File: src/rtl/drs_pkg.sv
// Package: shared codes and types of the deadline release scheduler.
package drs_pkg;

   localparam int DEADLINE_BITS = 48;
   localparam int LEAD_BITS     = 24;
   localparam int STATUS_BITS   = 3;
   localparam int OUT_SESS_BITS = 8;

   localparam logic [1:0] KIND_INSERT = 2'd0;
   localparam logic [1:0] KIND_DELETE = 2'd1;
   localparam logic [1:0] KIND_REARM  = 2'd2;
   localparam logic [1:0] KIND_TICK   = 2'd3;

   localparam logic [2:0] ST_DONE      = 3'd0;
   localparam logic [2:0] ST_RELEASED  = 3'd1;
   localparam logic [2:0] ST_FULL      = 3'd2;
   localparam logic [2:0] ST_NOT_FOUND = 3'd3;
   localparam logic [2:0] ST_NONE_DUE  = 3'd4;

   // Operation broadcast to every cell at once.
   typedef enum logic [2:0] {
      OP_HOLD,
      OP_MATCH,
      OP_REMOVE,
      OP_PLACE,
      OP_DUE,
      OP_RELEASE
   } op_type;

   typedef struct packed {
      op_type                   op;
      logic [DEADLINE_BITS-1:0] deadline;
      logic [DEADLINE_BITS:0]   horizon;
   } bcast_type;

endpackage

File: src/rtl/drs_cell.sv
// One slot of the sorted table: holds an entry and shifts with its neighbors.
module drs_cell #(
   parameter int SESSION_BITS = 8
) (
   input  logic                                clock,
   input  logic                                reset,
   input  drs_pkg::bcast_type                  bcast,
   input  logic [SESSION_BITS-1:0]             key,
   input  logic [drs_pkg::DEADLINE_BITS-1:0]   prev_deadline,
   input  logic [SESSION_BITS-1:0]             prev_session,
   input  logic                                prev_used,
   input  logic                                prev_armed,
   input  logic                                prev_after,
   input  logic                                prev_gone,
   input  logic [drs_pkg::DEADLINE_BITS-1:0]   next_deadline,
   input  logic [SESSION_BITS-1:0]             next_session,
   input  logic                                next_used,
   input  logic                                next_armed,
   input  logic                                rel_sel,
   output logic [drs_pkg::DEADLINE_BITS-1:0]   deadline_ff,
   output logic [SESSION_BITS-1:0]             session_ff,
   output logic                                used_ff,
   output logic                                armed_ff,
   output logic                                after,
   output logic                                gone,
   output logic                                hit,
   output logic                                due
);
   logic [drs_pkg::DEADLINE_BITS-1:0] deadline_in;
   logic [SESSION_BITS-1:0]           session_in;
   logic                              used_in, armed_in, match_ff, match_in;

   // after: this slot lies past the insertion point (chain of ORs).
   assign after = prev_after | ~used_ff | (deadline_ff > bcast.deadline);
   assign gone  = prev_gone | match_ff;
   assign hit   = used_ff & (session_ff == key);
   assign due   = used_ff & armed_ff &
                  (bcast.horizon >= {1'b0, deadline_ff});

   always_comb begin
      deadline_in = deadline_ff;
      session_in  = session_ff;
      used_in     = used_ff;
      armed_in    = armed_ff;
      match_in    = match_ff;
      case (bcast.op)
         drs_pkg::OP_MATCH: match_in = hit;
         drs_pkg::OP_REMOVE: begin
            // close the gap: slots at and past the match take the next one
            if (gone) begin
               deadline_in = next_deadline;
               session_in  = next_session;
               used_in     = next_used;
               armed_in    = next_armed;
            end
            match_in = 1'b0;
         end
         drs_pkg::OP_PLACE: begin
            if (after && !prev_after) begin
               deadline_in = bcast.deadline;
               session_in  = key;
               used_in     = 1'b1;
               armed_in    = 1'b1;
            end else if (after) begin
               deadline_in = prev_deadline;
               session_in  = prev_session;
               used_in     = prev_used;
               armed_in    = prev_armed;
            end
         end
         drs_pkg::OP_DUE:     match_in = due;
         drs_pkg::OP_RELEASE: if (rel_sel) begin
            match_in = 1'b0;
            armed_in = 1'b0;
         end
         default: ;
      endcase
   end

   always_ff @(posedge clock) begin
      if (reset) begin
         deadline_ff <= '0;
         session_ff  <= '0;
         used_ff     <= 1'b0;
         armed_ff    <= 1'b0;
         match_ff    <= 1'b0;
      end else begin
         deadline_ff <= deadline_in;
         session_ff  <= session_in;
         used_ff     <= used_in;
         armed_ff    <= armed_in;
         match_ff    <= match_in;
      end
   end
endmodule

File: config.mk
export PLATFORM = sky130hd
export DESIGN_NAME = drs_cell
export DESIGN_NICKNAME = d
export VERILOG_FILES = /design/src/rtl/drs_pkg.sv /design/src/rtl/drs_cell.sv
export SDC_FILE = /design/constraint.sdc
export NUM_CORES = 1
export LEC_CHECK = 0
export BUFFER_PORTS_ARGS = -buffer_cell sky130_fd_sc_hd__buf_2
export CORE_MARGIN = 2
export CORE_UTILIZATION = 47
export CTS_CLUSTER_DIAMETER = 40
export DETAILED_ROUTE_END_ITERATION = 10
export MAX_ROUTING_LAYER = met4
export PLACE_DENSITY = 0.9
export SYNTH_ARGS = -nofsm -noshare
export SYNTH_HDL_FRONTEND = slang
export SYNTH_SLANG_ARGS = --single-unit
File: constraint.sdc
create_clock -name clock -period 6.4 [get_ports clock]
set_input_delay 1.92 -clock clock [delete_from_list [all_inputs] [get_ports clock]]
set_output_delay 1.92 -clock clock [all_outputs]
set_load 0.05 [all_outputs]
==> results.sh <==
export IMPL_status="finished, final reports clean"
export IMPL_post_synth_edffs=0
export IMPL_synthesized_area_per_cell_um2=8.022
export IMPL_insertion_delay_ns=0.32
export IMPL_worst_setup_path_type="in -> out"
export IMPL_worst_path_dominant_cell_family="compound AO/OA/AOI/OAI gates"
export IMPL_gp_congestion=0.9128
export IMPL_clockRootBuffer="sky130_fd_sc_hd__clkbuf_16"
export IMPL_cp_buffers_inverters=2
export IMPL_synth_largest_type_area_fraction_pct=21.24
export IMPL_power_density_nw_per_um2=181.9
export IMPL_cts_tree="built"
export IMPL_worst_ep_arrival_time_ns=4.34
export IMPL_grt_ovfl_total=0
export IMPL_grt_start_max_net_pins=61
export IMPL_floorplan_die_width_um=113.7
export IMPL_global_route_wire_length_before_repair_mm=28.84
export IMPL_area_growth_pct=33.34
export IMPL_design_die_area_um2=12930
export IMPL_route_detailed_wl_per_inst_um=16.33
export IMPL_cts_buffers_inserted=9
export IMPL_layout_min_cycle_time_ns=6.264
export IMPL_p_seq_share_pct=30.0
export IMPL_floorplan_initialDensity_pct=47.68
export IMPL_timing_final_crit_share_pct=97.88
export IMPL_first_global_vias=6133
export IMPL_detail_route_wirelength_mm=18.51
export IMPL_start_kind="input pin"
export IMPL_static_leakage_power_uw=0.004097
export IMPL_switching_share_pct=33.07
export IMPL_setup_total_negative_slack_ns=0
export IMPL_clock_sink_count=59
export IMPL_htree_num_levels=3
export IMPL_dominantRegCellSynth="sky130_fd_sc_hd__dfxtp_1"
export IMPL_drv_max_cap_violation_count=0
export IMPL_crit_path_top_delay_cell="sky130_fd_sc_hd__or4_1"
export IMPL_numPortBuffers=290
export IMPL_maxSlewHeadroom_pct=14.79
export IMPL_grt_setup_unrepaired="no"
export IMPL_core_area_um2=11860
export IMPL_p_switching_uw=453.8
export IMPL_hold_class="reg -> reg"
export IMPL_setup_viol=0
export IMPL_floorplan_die_height_um=113.7
export IMPL_yosys_cell_types_count=47
export IMPL_num_rows=40
export IMPL_fmaxAchievable_mhz=159.6
export IMPL_final_hold_violation_count=0
export IMPL_dpl_hpwl_mm=15.15
export IMPL_worst_ep_required_time_ns=4.48
export IMPL_synth_warning_count=0
export IMPL_routed_via_count=6219
export IMPL_ios=291
export IMPL_share_of_synthesized_registers_carrying_an_async_set_or_reset_pct=0
export IMPL_gr_usage_all_layers_pct=28.79
export IMPL_cts_path_max_buffers=2
export IMPL_slew_viol_final=0
export IMPL_ys_seq_elements=59
export IMPL_layout_drive_gt1_share_pct=33.10
export IMPL_timing_critical_path_cells="buf_2 > ha_1 > a21o_1 > a21o_1 > a21oi_1 > nor2_1 > a2111oi_2 > o221ai_2 > or4_1 > o21a_1 > buf_4"
export IMPL_clkSlewWorstSetupHoldPaths_ns=0.05
export IMPL_detail_route_drc_violations=0
export IMPL_worst_path_max_fanout=2
export IMPL_postRouteAntennaNets=0
export IMPL_p_int_uw=918.3
export IMPL_yosys_top_cells_area="sky130_fd_sc_hd__ha_1 21%, sky130_fd_sc_hd__dfxtp_1 21%, sky130_fd_sc_hd__mux2i_1 9.9%"
export IMPL_cp_end_kind="output port"
export IMPL_clock_power_share_pct=38.0
export IMPL_viasPerCell=5.489
export IMPL_synth_sequential_area_ratio_pct=20.88
export IMPL_firstDrtPassIters=5
export IMPL_worst_path_most_repeated_cell="sky130_fd_sc_hd__a21o_1"
export IMPL_drt_initial_drc_count=301
export IMPL_clock_skew_final_ns=0.009385
export IMPL_grt_antenna_before_repair=1
export IMPL_worst_slew_pin_transition_ns=1.275
export IMPL_cell_type_with_the_largest_total_area_after_synthesis="sky130_fd_sc_hd__ha_1"
export IMPL_report_power_total_uw=1372
export IMPL_vdd_drop_max_uv=134.6
export IMPL_combPwrFrac_pct=32.0
export IMPL_netlist_area_um2=5655
export IMPL_synth_net_count=1030
export IMPL_max_stage_delay_ns=0.52
export IMPL_num_nets_final=1306
export IMPL_syn_instance_count=705
[stage by stage]
step / utilization [%] / area (µm²) / hold WS (ns) / setup slack [ns] / std cells
final: 63.58 / 7541 / 0.5224 / 0.1358 / 1133
after global routing: 63.58 / 7541 / 0.5366 / 0.05072 / 1133
after CTS: 63.44 / 7525 / 0.5233 / 0.001565 / 1132
after detailed placement: 60.76 / 7207 / 0.5104 / -0.02309 / 1117
after global placement: 60.76 / 7207 / 0.5045 / 0.04307 / 1117
after floorplan: - / 5655 / 0.5883 / 0.4518 / 705
[what timing repair did]
item,CTS,global route
hold buffers,0,0
gates resized for setup,1,4
setup buffers,0,0
endpoints found under the setup margin,1,1
[cell usage in the layout, fill, tap and decap left out, types with 2 or more instances in the layout]
master and instances:
sky130_fd_sc_hd__a211o_1 2, sky130_fd_sc_hd__a211oi_1 2, sky130_fd_sc_hd__a21o_1 15, sky130_fd_sc_hd__a21oi_1 95
sky130_fd_sc_hd__a221oi_1 2, sky130_fd_sc_hd__a22o_1 56, sky130_fd_sc_hd__a22oi_1 2, sky130_fd_sc_hd__a31oi_1 2
sky130_fd_sc_hd__buf_12 2, sky130_fd_sc_hd__buf_2 289, sky130_fd_sc_hd__buf_4 7, sky130_fd_sc_hd__bufinv_16 2
sky130_fd_sc_hd__clkbuf_16 9, sky130_fd_sc_hd__clkinv_2 2, sky130_fd_sc_hd__dfxtp_1 59, sky130_fd_sc_hd__ha_1 96
sky130_fd_sc_hd__inv_1 100, sky130_fd_sc_hd__mux2i_1 56, sky130_fd_sc_hd__nand2_1 26, sky130_fd_sc_hd__nand2b_1 2
sky130_fd_sc_hd__nand3_1 8, sky130_fd_sc_hd__nand4_1 17, sky130_fd_sc_hd__nand4_2 2, sky130_fd_sc_hd__nor2_1 70
sky130_fd_sc_hd__nor2_4 2, sky130_fd_sc_hd__nor2b_1 4, sky130_fd_sc_hd__nor3_1 3, sky130_fd_sc_hd__nor4_1 3
sky130_fd_sc_hd__nor4_2 2, sky130_fd_sc_hd__o211a_1 2, sky130_fd_sc_hd__o211ai_1 2, sky130_fd_sc_hd__o21a_1 3
sky130_fd_sc_hd__o21ai_0 10, sky130_fd_sc_hd__or2_2 2, sky130_fd_sc_hd__xnor2_1 8
[worst paths after layout]
check / from / end / slack (ns) / depth (start not counted)
max: bcast[34] / due / 0.14 / 11
min: session_ff[3] / session_ff[3] / 0.52 / 1
max reg2reg: deadline_ff[46] / deadline_ff[14] / 2.70 / 11
min reg2reg: session_ff[3] / session_ff[3] / 0.52 / 1
[cell type report]
class,count,area [µm²]
flip-flops and latches,59,1181
multi-input cells,513,3943
repair buffers,298,1539
clock inverters,5,77.57
inverters,100,375.4
clock buffers,10,239.0
diodes,1,2.502
fillers,1011,4320
well taps,147,183.9
[metal layers]
metal	global-route usage, %	up-vias	routed length, µm
met3	4.623	50	886
met1	33.25	2865	8023
li1	-	3077	-
met5	-	-	0
met4	10.33	0	603
met2	50.58	227	8994
[worst reg2reg max path, delay by kind of cell (launching register included)]
family	cells	cell delay (ns)
buffers and inverters	1	0.37
AO/OA/AOI/OAI	4	1.02
adder cells (fa/ha/maj)	1	0.37
flip-flops	1	0.36
AND/OR/NAND/NOR	5	1.52
[sequential cells by signal (all words and copies together), names as in the netlist]
signal       flops
session_ff       8
match_ff         1
armed_ff         1
used_ff          1
deadline_ff     48
[synthesized netlist by cell type, types with 3 or more instances]
| master | n |
|---|---|
| sky130_fd_sc_hd__o21a_1 | 3 |
| sky130_fd_sc_hd__nand2_1 | 26 |
| sky130_fd_sc_hd__inv_1 | 100 |
| sky130_fd_sc_hd__a21o_1 | 16 |
| sky130_fd_sc_hd__buf_2 | 6 |
| sky130_fd_sc_hd__buf_4 | 6 |
| sky130_fd_sc_hd__ha_1 | 96 |
| sky130_fd_sc_hd__mux2i_1 | 56 |
| sky130_fd_sc_hd__nor3_1 | 3 |
| sky130_fd_sc_hd__a22o_1 | 56 |
| sky130_fd_sc_hd__nor4_1 | 3 |
| sky130_fd_sc_hd__o21ai_0 | 10 |
| sky130_fd_sc_hd__dfxtp_1 | 59 |
| sky130_fd_sc_hd__nand3_1 | 8 |
| sky130_fd_sc_hd__nand4_1 | 17 |
| sky130_fd_sc_hd__xnor2_1 | 8 |
| sky130_fd_sc_hd__a21oi_1 | 95 |
| sky130_fd_sc_hd__nor2b_1 | 5 |
| sky130_fd_sc_hd__clkbuf_1 | 15 |
| sky130_fd_sc_hd__buf_6 | 6 |
| sky130_fd_sc_hd__nor2_1 | 72 |
[cells by family after synthesis]
group	after synthesis	synth area share [%]
AOI/OAI and AO/OA	204	23.98
xor gates and xnor gates	8	1.239
adders and majority gates	96	21.24
buffers and inverters	133	10.15
DFF	59	20.88
muxes	56	9.912
and+or+nand+nor	149	12.59
[power groups by stage]
| stage | Combinational (µW) | Clock, µW | Sequential, µW |
|---|---|---|---|
| final | 438 | 521 | 412 |
| after global routing | 483 | 548 | 415 |
| after CTS | 436 | 529 | 412 |
| after detailed placement | 433 | 0 | 419 |
| after global placement | 422 | 0 | 419 |
| after floorplan | 217 | 0 | 481 |
Power figures use the tool's default switching activity.
